### src/design/gopr_fifo.sv
// ----------------------------------------------------------------------------
// gopr_fifo: two-entry queue
// Small register queue that decouples a producer from a consumer.
// ----------------------------------------------------------------------------
module gopr_fifo #(
  parameter int unsigned WIDTH = 8
) (
  input  logic             clk_i,
  input  logic             rst_ni,
  input  logic             push_i,
  input  logic [WIDTH-1:0] data_i,
  output logic             full_o,
  input  logic             pop_i,
  output logic [WIDTH-1:0] data_o,
  output logic             empty_o
);
  logic [WIDTH-1:0] mem_q [2];
  logic             wr_ptr_q, rd_ptr_q;
  logic [1:0]       cnt_q;
  logic             do_push, do_pop;

  assign full_o  = (cnt_q == 2'd2);
  assign empty_o = (cnt_q == 2'd0);
  assign do_push = push_i && !full_o;
  assign do_pop  = pop_i && !empty_o;
  assign data_o  = mem_q[rd_ptr_q];

  always_ff @(posedge clk_i or negedge rst_ni) begin
    if (!rst_ni) begin
      wr_ptr_q <= 1'b0;
      rd_ptr_q <= 1'b0;
      cnt_q    <= 2'd0;
    end else begin
      if (do_push) wr_ptr_q <= !wr_ptr_q;
      if (do_pop) rd_ptr_q <= !rd_ptr_q;
      if (do_push && !do_pop) cnt_q <= cnt_q + 2'd1;
      else if (do_pop && !do_push) cnt_q <= cnt_q - 2'd1;
    end
  end

  always_ff @(posedge clk_i) begin
    if (do_push) mem_q[wr_ptr_q] <= data_i;
  end
endmodule

### config.mk
export PLATFORM = sky130hd
export DESIGN_NAME = gopr_fifo
export DESIGN_NICKNAME = d
export VERILOG_FILES = /design/src/design/gopr_fifo.sv
export SDC_FILE = /design/constraint.sdc
export NUM_CORES = 1
export LEC_CHECK = 0
export BUFFER_PORTS_ARGS = -buffer_cell sky130_fd_sc_hd__buf_2
export CORE_MARGIN = 3
export CORE_UTILIZATION = 50
export DETAILED_ROUTE_END_ITERATION = 8
export GPL_ROUTABILITY_DRIVEN = 0
export PLACE_DENSITY = 0.78
export SETUP_SLACK_MARGIN = 0.15
export SLEW_MARGIN = 20
export SYNTH_ARGS = -nofsm -noshare
export SYNTH_HDL_FRONTEND = slang
export SYNTH_SLANG_ARGS = --single-unit
export TNS_END_PERCENT = 50
### constraint.sdc
create_clock -name clk_i -period 3 [get_ports clk_i]
set_clock_uncertainty 0.05 [all_clocks]
set_input_delay 0.15 -clock clk_i [delete_from_list [all_inputs] [get_ports clk_i]]
set_output_delay 0.15 -clock clk_i [all_outputs]
set_load 0.005 [all_outputs]
### After elaboration in Yosys (flattened, before gate mapping)

Memories as Yosys holds them, arrays and structs flattened.
Cells that the tools add are included.

| cells by class | value |
|---|---|
| divide/modulo/power cells | 0 |
| $lt $le $gt $ge | 0 |
| bitwise logic cells | 0 |
| $add $sub $neg | 2 |
| reduce and logical (&&, ||, !) cells | 12 |
| $mul | 0 |
| shift operators | 0 |
| equal/unequal tests | 1 |
| mux-type cells | 4 |

Operator list:

| cell | count |
|---|---|
| $logic_not 1->1 | 6 |
| $logic_and 1x1->1 | 4 |
| $mux 2 | 2 |
| $add 2x1->2 const B | 1 |
| $eq 2x2->1 const B | 1 |
| $logic_not 2->1 | 1 |
| $mux 1 | 2 |
| $reduce_bool 2->1 | 1 |
| $sub 2x1->2 const B | 1 |

| storage, ports and cells | value |
|---|---|
| memories kept | 1 |
| output and inout port bits | 10 |
| bits in writable memories | 16 |
| flip-flop bits (word level) | 4 |
| logic and storage cells | 23 |
| latch bits | 0 |
| ROM bits | 0 |
| input port bits | 12 |

Memories:

| name | depth | bits a word | rd ports | clocked after memory_dff | wr ports | RTL line | source |
|---|---|---|---|---|---|---|---|
| mem_q | 2 | 8 | 1 | 0 | 1 | 17 | `logic [WIDTH-1:0] mem_q [2];` |

### Depth between registers and ports, before layout

| depth | value |
|---|---|
| depth after elaboration | 7 |
| gate-level depth with buffers | 7 |
| depth with buffers taken out | 7 |

### Worst setup path before layout

Ideal clock, no wire load.

| timing | value |
|---|---|
| path type | reg-to-reg |
| start | register cnt_q[0] |
| end | memory mem_q[0][0], enable pin |
| data arrival time | 1.022 ns |
| library setup time | 0.370 ns |
| period minus slack after synthesis | 1.442 ns |
| cell stages (with the launch flop) | 4 |
| required time | 2.580 ns |
| buffers on the path | 0 |
| slack | 1.558 ns |
| path through | dfrtp_1 > nand2b_1 > nand2_2 > nor2_1 |

| on the way | value |
|---|---|
| word-level cells in the longest chain between the ends | 5 |

RTL lines:

| item | RTL line | source |
|---|---|---|
| start: declaration | 19 | `logic [1:0] cnt_q;` |
| start signal: assignment | 36 | `if (do_push && !do_pop) cnt_q <= cnt_q + 2'd1;` |
| start signal: assignment | 37 | `else if (do_pop && !do_push) cnt_q <= cnt_q - 2'd1;` |
| $eq 2x2->1 | 22 | `assign full_o = (cnt_q == 2'd2);` |
| $logic_not 1->1 | 24 | `assign do_push = push_i && !full_o;` |
| $logic_and 1x1->1 | 24 |  |
| $mux 1 | 42 | `if (do_push) mem_q[wr_ptr_q] <= data_i;` |
| $mux 1 (implied by the code) | 42 |  |
| end: declaration | 17 |  |

No other way between the ends.

### Final worst setup path

| timing | value |
|---|---|
| start | register cnt_q[0] |
| end | memory mem_q[0][5], enable pin |

The elaborated chain is that of the path after synthesis.

==> impl_metrics.py <==
metrics = {
    "critical_path": {
        "critPathTopFamily": "simple AND/OR/NAND/NOR gates",
        "cp_slowest_cell": "nor2_1",
        "required_ns": 2.88,
        "criticalPathCategory": "reg -> reg",
        "cp_max_fo": 8,
        "startpoint_type": "flip-flop",
        "cp-end-kind": "flip-flop",
        "critical_path.cell_chain": "nand2b_1, nand2_2, nor2_1",
        "arrival_ns": 1.54,
        "timing.rr.start": "cnt_q[0]$_DFFE_PN0P_",
        "critPathBufInv": 0,
        "critical_path.startpoint": "cnt_q[0]$_DFFE_PN0P_",
        "critPathMaxStageDelay_ns": 0.51,
    },
    "sta": {
        "rsz0062_at_grt": "false",
        "whs_ns": 0.1072,
        "setup_violations": 0,
        "relSlewSlack_pct": 56.28,
        "drv_slew": 0,
        "fin_ws_ns": 1.338,
        "post-route-period-util_pct": 55.40,
        "fmax_ghz": 0.6017,
        "setup-tns-final_ns": 0,
        "hold_viol": 0,
        "fin_crit_ns": 1.662,
        "worst_pin_slew_ns": 0.6534,
    },
    "detailed_routing": {
        "drc": 0,
        "drt_wl_total_microns": 1248,
        "antenna_left": 0,
        "route.detailed.wl_per_inst_microns": 13.57,
        "via_per_inst": 4.978,
        "first_pass_iters": 2,
        "drt_iter0_drc": 4,
        "vias": 458,
    },
    "global_route": {
        "track_usage_pct": 14.49,
        "grt_overflow_total": 0,
        "antenna_found_initial": 0,
        "grt_pass1_vias": 482,
        "grt_first_pass_wirelength_microns": 2070,
        "grt_start_max_net_pins": 12,
    },
    "cells_and_area": {
        "fillCellCount": 92,
        "antennaDiodeCount": 0,
        "syn_to_final_growth_pct": 30.08,
        "final_cells": 92,
        "drive_gt1_share_pct": 36.36,
        "layout.nets": 91,
    },
    "clock_tree": {
        "cts_inserted_buffers": 3,
        "cts_resized": 0,
        "htree_levels": 1,
        "cts_sinks": 20,
        "clk_latency_ns": 0.28,
        "ctsHoldBuffers": 8,
        "clk_path_buf_depth": 2,
        "tritoncts": "done",
        "clock-root-buffer": "clkbuf_4",
        "clk_pin_slew_ns": 0.09,
        "cts_setup_buffers": 0,
    },
    "floorplan": {
        "rows": 13,
        "die_area_sq_um": 2074,
        "core_sq_um": 1383,
        "initial_core_util_pct": 56.56,
        "dieHeight_microns": 45.55,
        "die_w_microns": 45.55,
        "io_pins": 22,
    },
    "yosys": {
        "synth_top_family_by_area": "multiplexers",
        "synthesis.area_sq_um": 782.0,
        "ys_warn_count": 0,
        "synth_top_cell_area_share_pct": 61.44,
        "ys_seq_elements": 20,
        "synth-async-reset-ratio_pct": 20.00,
        "synth_common_cells": "edfxtp_1, mux2_1, dfrtp_1, nor2_1",
        "synth_largest_area_cell": "edfxtp_1",
        "synth_mux_area_share_pct": 11.52,
        "synth_compound_area_share_pct": 0.6400,
        "yosysMostFrequentCell": "edfxtp_1",
        "synth_edf_count": 16,
        "ys_seq_area_share_pct": 74.24,
        "yosys.area_share.adder_pct": 1.600,
        "synth-xor-area-share_pct": 6.560,
        "synth_nets": 57,
        "synthDistinctLibCells": 15,
        "yosys-top-cells-area": "edfxtp_1, dfrtp_1, mux2_1",
        "synth.avg_cell_area_sq_um": 17.77,
        "syn_inst": 44,
        "synth_flop_cell": "edfxtp_1",
        "yosys.area_share.simple_pct": 3.840,
    },
    "placed_design": {
        "dpl.cell_count": 79,
        "io_buffers": 21,
        "place_hpwl_microns": 851.8,
        "place_ws_ns": 1.350,
    },
    "power_and_ir_drop": {
        "leakagePower_nw": 0.4268,
        "power_mw": 0.8353,
        "power_density_nw_per_um2": 821.1,
        "ir_drop_uv": 500.6,
    },
    "min_path": {
        "min_from": "push_i",
        "hold_class": "in -> reg",
    },
    "flow_run": {
        "max_cap_violations": 0,
    },
    "status": {
        "run_status": "finished, final reports clean",
    },
}
[cell type report]
cell class | count | area (sq um) | share of cell area [%]
repair buffers | 30 | 195.2 | 19.19
flip-flops and latches | 20 | 580.6 | 57.07
multi-input cells | 21 | 188.9 | 18.57
well taps | 15 | 18.77 | 1.845
inverters | 2 | 7.507 | 0.7380
clock buffers | 4 | 26.28 | 2.583
[through the flow]
stage / utilization (%) / cell area [sq um]
after floorplan: - / 782.0
after global placement: 65.16 / 900.9
after detailed placement: 65.16 / 900.9
after CTS: 72.85 / 1007
after global routing: 73.57 / 1017
final: 73.57 / 1017
[worst min-delay path: stages]
cell and delay (ns):
buf_2 0.11, nand2_2 0.09, xnor2_2 0.06
[placed cells by master, fill, tap and decap left out]
cell           count
dlygate4sd3_1      9
mux2_1             6
xnor2_2            1
edfxtp_1          16
o21ai_1            1
ha_1               1
clkbuf_1           1
dfrtp_1            4
nand2_2            1
xor2_1             2
mux2_2             2
nor2_1             3
xnor2_1            2
and3_1             1
clkbuf_4           3
inv_1              2
buf_2             21
nand2b_1           1
[state kept, by name, indices dropped and copies added, names as in the netlist]
register	flops
wr_ptr_q	1
rd_ptr_q	1
cnt_q	2
mem_q	16
[cells by family after synthesis]
group           after synthesis
mux                           8
simple gates                  6
flops                        20
buf+inv                       3
compound gates                1
fa+ha+maj                     1
xor+xnor                      5
[power breakdown]
part           switching [mW]  leakage, nW  internal (mW)
sequential             0.0622        0.195          0.388
combinational           0.114        0.217          0.149
clock                  0.0705       0.0150         0.0516
total                   0.247        0.427          0.588
[layer usage]
layer,share of wire (%),vias up,global-route usage [%],routed length (microns)
met5,0,-,0,0
met3,5.2,0,3.953,65
li1,-,223,-,-
met4,0,0,3.509,0
met2,55,14,26.46,686
met1,40,221,16.45,496
[final timing paths]
check | endpoint | slack, ns | cells after the start
worst max-delay path | mem_q[0][5]$_DFFE_PP_ | 1.34 | 3
worst min-delay path | wr_ptr_q$_DFFE_PN0P_ | 0.11 | 3
worst max register to register | mem_q[0][5]$_DFFE_PP_ | 1.34 | 3
worst min register to register | cnt_q[1]$_DFFE_PN0P_ | 0.47 | 1
max in group asynchronous | cnt_q[0]$_DFFE_PN0P_ | 2.64 | 2
min in group asynchronous | wr_ptr_q$_DFFE_PN0P_ | 0.14 | 2
(Power assumes the default switching activity.)
