--- src/design/gopr_pkg.sv ---
// ----------------------------------------------------------------------------
// gopr_pkg: shared types and codes of the group reorder buffer
// Command and result layouts, status codes and register indexes.
// ----------------------------------------------------------------------------
package gopr_pkg;

  localparam int unsigned TsW   = 64;
  localparam int unsigned SizeW = 26;
  localparam int unsigned OvhW  = 8;
  localparam int unsigned SpanW = 20;
  localparam int unsigned MtW   = 2;
  localparam int unsigned StW   = 3;
  localparam int unsigned CfgIdxW = 2;

  localparam logic [StW-1:0] ST_DONE    = 3'd0;
  localparam logic [StW-1:0] ST_RELEASE = 3'd1;
  localparam logic [StW-1:0] ST_BADTYPE = 3'd2;
  localparam logic [StW-1:0] ST_NOOPEN  = 3'd3;
  localparam logic [StW-1:0] ST_TOOBIG  = 3'd4;
  localparam logic [StW-1:0] ST_FULL    = 3'd5;

  localparam logic [CfgIdxW-1:0] REG_MAX_GROUP = 2'd0;
  localparam logic [CfgIdxW-1:0] REG_OVERHEAD  = 2'd1;
  localparam logic [CfgIdxW-1:0] REG_SPAN      = 2'd2;

  typedef enum logic [1:0] {
    OP_KEY,
    OP_ADD,
    OP_BAD,
    OP_FINAL
  } op_e;

  typedef struct packed {
    op_e                    op;
    logic [MtW-1:0]         mt;
    logic signed [TsW-1:0]  ts;
    logic [SizeW-1:0]       bytes;
  } cmd_t;

  typedef struct packed {
    logic [SizeW-1:0] max_group;
    logic [OvhW-1:0]  overhead;
    logic [SpanW-1:0] span;
  } cfg_t;

  typedef struct packed {
    logic [StW-1:0]         status;
    logic signed [TsW-1:0]  ts;
    logic [MtW-1:0]         mt;
    logic [SizeW-1:0]       bytes;
    logic                   complete;
    logic                   last;
  } res_t;

endpackage

--- src/design/gopr_fifo.sv ---
// ----------------------------------------------------------------------------
// gopr_fifo: two-entry queue
// Small register queue that decouples a producer from a consumer.
// ----------------------------------------------------------------------------
module gopr_fifo #(
  parameter int unsigned WIDTH = 8
) (
  input  logic             clk_i,
  input  logic             rst_ni,
  input  logic             push_i,
  input  logic [WIDTH-1:0] data_i,
  output logic             full_o,
  input  logic             pop_i,
  output logic [WIDTH-1:0] data_o,
  output logic             empty_o
);
  logic [WIDTH-1:0] mem_q [2];
  logic             wr_ptr_q, rd_ptr_q;
  logic [1:0]       cnt_q;
  logic             do_push, do_pop;

  assign full_o  = (cnt_q == 2'd2);
  assign empty_o = (cnt_q == 2'd0);
  assign do_push = push_i && !full_o;
  assign do_pop  = pop_i && !empty_o;
  assign data_o  = mem_q[rd_ptr_q];

  always_ff @(posedge clk_i or negedge rst_ni) begin
    if (!rst_ni) begin
      wr_ptr_q <= 1'b0;
      rd_ptr_q <= 1'b0;
      cnt_q    <= 2'd0;
    end else begin
      if (do_push) wr_ptr_q <= !wr_ptr_q;
      if (do_pop) rd_ptr_q <= !rd_ptr_q;
      if (do_push && !do_pop) cnt_q <= cnt_q + 2'd1;
      else if (do_pop && !do_push) cnt_q <= cnt_q - 2'd1;
    end
  end

  always_ff @(posedge clk_i) begin
    if (do_push) mem_q[wr_ptr_q] <= data_i;
  end
endmodule

--- src/design/gopr_front.sv ---
// ----------------------------------------------------------------------------
// gopr_front: request intake and classification
// Sorts each request into finalize, bad type, key insert or size add.
// ----------------------------------------------------------------------------
module gopr_front #(
  parameter int unsigned MEDIA_TYPES = 2
) (
  input  logic                           clk_i,
  input  logic                           rst_ni,
  input  logic                           push_i,
  output logic                           full_o,
  input  logic                           req_type_i,
  input  logic [gopr_pkg::MtW-1:0]       media_type_i,
  input  logic                           key_frame_i,
  input  logic signed [gopr_pkg::TsW-1:0] frame_ts_i,
  input  logic [gopr_pkg::SizeW-1:0]     frame_bytes_i,
  input  logic                           cmd_pop_i,
  output gopr_pkg::cmd_t                 cmd_o,
  output logic                           cmd_empty_o
);
  import gopr_pkg::*;

  cmd_t                 cmd_in;
  logic [$bits(cmd_t)-1:0] cmd_bits;

  always_comb begin
    cmd_in.mt    = media_type_i;
    cmd_in.ts    = frame_ts_i;
    cmd_in.bytes = frame_bytes_i;
    if (req_type_i) cmd_in.op = OP_FINAL;
    else if ({1'b0, media_type_i} >= 3'(MEDIA_TYPES)) cmd_in.op = OP_BAD;
    else if (key_frame_i) cmd_in.op = OP_KEY;
    else cmd_in.op = OP_ADD;
  end

  gopr_fifo #(.WIDTH($bits(cmd_t))) u_cmd_q (
    .clk_i   (clk_i),
    .rst_ni  (rst_ni),
    .push_i  (push_i),
    .data_i  (cmd_in),
    .full_o  (full_o),
    .pop_i   (cmd_pop_i),
    .data_o  (cmd_bits),
    .empty_o (cmd_empty_o)
  );

  assign cmd_o = cmd_t'(cmd_bits);
endmodule

--- config.mk ---
export PLATFORM = sky130hd
export DESIGN_NAME = gopr_front
export DESIGN_NICKNAME = d
export VERILOG_FILES = /design/src/design/gopr_pkg.sv /design/src/design/gopr_fifo.sv /design/src/design/gopr_front.sv
export SDC_FILE = /design/constraint.sdc
export NUM_CORES = 1
export LEC_CHECK = 0
export ABC_AREA = 1
export BUFFER_PORTS_ARGS = -buffer_cell sky130_fd_sc_hd__buf_2
export CORE_MARGIN = 5
export CORE_UTILIZATION = 50
export DETAILED_ROUTE_END_ITERATION = 8
export GPL_TIMING_DRIVEN = 0
export PLACE_DENSITY = 0.77
export SKIP_LAST_GASP = 1
export SYNTH_ARGS = -nofsm -noshare
export SYNTH_HDL_FRONTEND = slang
export SYNTH_SLANG_ARGS = --single-unit
--- constraint.sdc ---
create_clock -name clk_i -period 5.6 [get_ports clk_i]
set_input_delay 1.4 -clock clk_i [delete_from_list [all_inputs] [get_ports clk_i]]
set_output_delay 1.4 -clock clk_i [all_outputs]
set_load 0.005 [all_outputs]
# == Word level (Yosys, flattened, before mapping) ==
# Memories as Yosys holds them, arrays and structs flattened.
# Cells that the tools add are included.
# totals
ramBits,188
output_inout_bits,96
n_memories,1
reg_bits,4
input_bits,98
# mem_list
memory,words,width,rd,rd_ports_with_merged_regs,write_ports,line,source
u_cmd_q.mem_q,2,94,1,0,1,gopr_fifo.sv:17,logic [WIDTH-1:0] mem_q [2];
# classes
addsub,2
n_reduce_logical,12
magnitude_cmp,1
mux,7
n_eq_ne,1
# ops
cell,n
$mux 2,4
$logic_not 1->1,6
$logic_and 1x1->1,4
$mux 1,3
$add 2x1->2 const B,1
$eq 2x2->1 const B,1
$ge 2x2->1 const B,1
$logic_not 2->1,1
$reduce_bool 2->1,1
$sub 2x1->2 const B,1

# == Logic depth before layout (Yosys ltp) ==
# depth
word_depth,7
ltp_mapped,9
ltp_nobuf,9

# == Hierarchy ==
# From an unflattened synthesis, not the netlist that was laid out.
# hier_totals
cells_unflattened,526
hier_area_um2,7096.8
# by_module_without_submodules
module,cells_per_inst,instances,area_per_inst_um2
gopr_fifo,523,1,7081.8
gopr_front,3,1,15.0

# == Least setup slack after synthesis ==
# No wires, ideal clock.
# synth_path
path_kind,in2reg
start,input port push_i
end,memory u_cmd_q.mem_q[1][0] (netlist name) (enable)
cell_stages,2
setup_slack_ns,-0.368
setup_time_ns,0.547
path_buffers,0
t_arrival_ns,5.420
t_required_ns,5.053
path_cell_list,o21ai_0 -> nor2_1
# synth_between
elab_chain_len,3
# synth_rtl
item,line,source
from (decl),gopr_front.sv:10,"input logic push_i,"
$logic_and 1x1->1,gopr_fifo.sv:24,assign do_push = push_i && !full_o;
$mux 1,gopr_fifo.sv:42,if (do_push) mem_q[wr_ptr_q] <= data_i;
$mux 1 (implied by the code),gopr_fifo.sv:42,
to (decl),gopr_fifo.sv:17,
# No other way between the ends.

==> out/results.txt <==
Clock Latency Late Sink - 0.42 ns
Post-Synthesis Cells - 525
Critical-path top delay cell - dfrtp_1
Total die area - 0.0167 mm^2
Cell Area, Synth - 0.00710 mm^2
Outcome - completed
Post-synth ARST share - 2.08%
Clock Skew - 0.00548 ns
Maxcap violations - 0
Largest family of logic cells by synthesized area - simple AND/OR/NAND/NOR gates
Most common cell in the netlist - nand2_1
Worst-case clock buffer depth - 2
Post-synthesis xor/xnor area fraction - 0.123%
CTS tree - done
Clock sinks - 192
Die H - 129 um
Yosys reg bits - 192
Max-slew headroom - 59.9%
Complex-gate fraction of the synthesized area - 0.247%
Top-area cell type share of the netlist area - 79.6%
Tot Pwr - 4.53 mW
Crit-path cells - buf_2 > buf_6 > buf_2 > nand2_1 > nand2_1 > buf_2
Number of synthesized flops with an enable pin - 188
Iter 0 DRT Violations - 144
Core Area - 0.0139 mm^2
Pleak - 3.89 nW
Total Routing Usage GR - 18.3%
Post-Syn Nets - 624
Reg clk slew, reported paths - 0.06 ns
Largest net degree at the start of global routing - 53
Share of post-route cells with drive strength above 1 - 33.3%
Commonest cells in the netlist - nand2_1, edfxtp_1, buf_2
H-Tree Depth - 4
Hold/Removal Path Class - flop to flop
CP dominant cell by count - buf_2
Routed WL per cell - 15.8 um
Vias - 4515
DR DRC count - 0
# rows - 43
Crit path kind - flop to primary output
DP Area - 0.00839 mm^2
TritonRoute pass-1 iters - 4
Cts repair resizes - 0
I/O pin cnt - 194
Vias in the first global route - 4702
N_diodes - 0
Port Buf Inserts - 193
Synth unique cells - 16
Post-Route WL - 14800 um
Period utilization - 54.5%
Final ANT Viol Nets - 0
Syn_area_per_cell - 13.5 um^2
CP required - 4.20 ns
RSZ-0062 raised after global routing - false
DPL Wire Length - 10500 um
Worst Setup End Kind - primary output
GRT overflow - 0
NumNets Final - 840
Clock root cell - clkbuf_16
Seq/Total Area, Yosys - 81.0%
Layout area overhead - 25.7%
Post-Synth Simple-Gate Area - 16.0%
Crit-path max cell delay - 0.33 ns
Max Clock Freq - 0.328 GHz
Num CTS Buffers - 17
Top_reg_cell synth - edfxtp_1
P per Cell Area - 508 mW/mm^2
Post-CTS Setup Inserts - 0
Synth warn - 0
Post-synthesis adder-cell area fraction - 0.176%
First-pass GRT wire length - 23100 um
Fin area - 0.00892 mm^2
Slew @ Worst Pin - 0.601 ns
Die width - 129 um
CTS Hold Buffers Added - 0
Initial antenna violation count - 1
Vias per cell - 4.83
Synth top area cells - edfxtp_1, nand2_1, dfrtp_1
Post-synthesis mux area share - 0%
Final Hold Viols - 0
Placer congestion estimate - 0.754
Crit start category - flop
Fin. max-slew vios - 0
Max VDD drop - 281 uV
Setup violations, final - 0
Final Critical Period - 3.05 ns
Starting Density - 51.1%
Synth area leader - edfxtp_1
Critical path arrival - 1.65 ns
Crit-path max FO - 10
[registers in the layout (all words and copies together), names as in the netlist]
register and flops:
u_cmd_q.cnt_q 2, u_cmd_q.mem_q 188, u_cmd_q.rd_ptr_q 1, u_cmd_q.wr_ptr_q 1
[cell families (layout without fill, tap and decap cells)]
family,Yosys count,in the layout
AND/OR/NAND/NOR,299,299
flip-flops,192,192
buffers and inverters,29,258
AO/OA/AOI/OAI,3,3
adder cells (fa/ha/maj),1,1
XOR/XNOR,1,1
[layout make-up]
cell class / count / area [um^2]
buffer: 21 / 149
clock buffer: 18 / 429
clock inverter: 14 / 95.1
fill: 1064 / 4960
inverter: 8 / 32.5
multi-input combinational: 304 / 1180
sequential: 192 / 5750
tap: 180 / 225
timing repair buffer: 197 / 1060
[worst paths after layout]
kind | start | endpoint | slack, ns | cells past startpoint
max | u_cmd_q.rd_ptr_q | cmd_o[31] | 2.55 | 6
min | u_cmd_q.wr_ptr_q | u_cmd_q.wr_ptr_q | 0.52 | 2
max reg2reg | u_cmd_q.cnt_q[1] | u_cmd_q.mem_q[0][10] | 3.65 | 6
min reg2reg | u_cmd_q.wr_ptr_q | u_cmd_q.wr_ptr_q | 0.52 | 2
max in group asynchronous | rst_ni | u_cmd_q.cnt_q[1] | 4.70 | 1
min in group asynchronous | rst_ni | u_cmd_q.wr_ptr_q | 0.77 | 1
[layout by cell type (no fill, tap or decap), drive strengths merged, types with 2 or more instances in the layout]
master,instances
buf,218
clkbuf,18
clkinv,11
clkinvlp,2
dfrtp,4
edfxtp,188
inv,9
nand2,291
nor2,4
o21ai,2
[metal layers]
| metal | global-route usage (%) | wire [um] |
|---|---|---|
| met5 | 0 | 7 |
| met4 | 6.18 | 237 |
| met3 | 6.80 | 1350 |
| met2 | 32.1 | 7570 |
| met1 | 20.5 | 5590 |
[per-stage QoR]
stage                     TNS, ns  worst slack [ns]  utilization, %  hold WS [ns]  instances
after detailed placement        0              2.62            60.5         0.499        902
after global placement      -5.45           -0.0640            59.7         0.461        898
after global routing            0              2.40            64.2         0.545        934
after floorplan                 0              1.20               -         0.449        525
final                           0              2.55            64.2         0.519        934
after CTS                       0              2.47            64.2         0.519        934
[critical path: cells and delay by family (launching register included)]
kind	cells	cell delay, ns
buffers and inverters	4	0.71
flip-flops	1	0.33
AND/OR/NAND/NOR	2	0.19
[power by group]
part / leakage, nW / total, mW / internal, mW / switching (mW)
registers: 1.80 / 2.04 / 1.96 / 0.0805
logic: 1.84 / 1.43 / 0.553 / 0.882
clock network: 0.255 / 1.06 / 0.565 / 0.497
total: 3.89 / 4.53 / 3.07 / 1.46
Note: power is estimated with default switching activity, not from simulation.
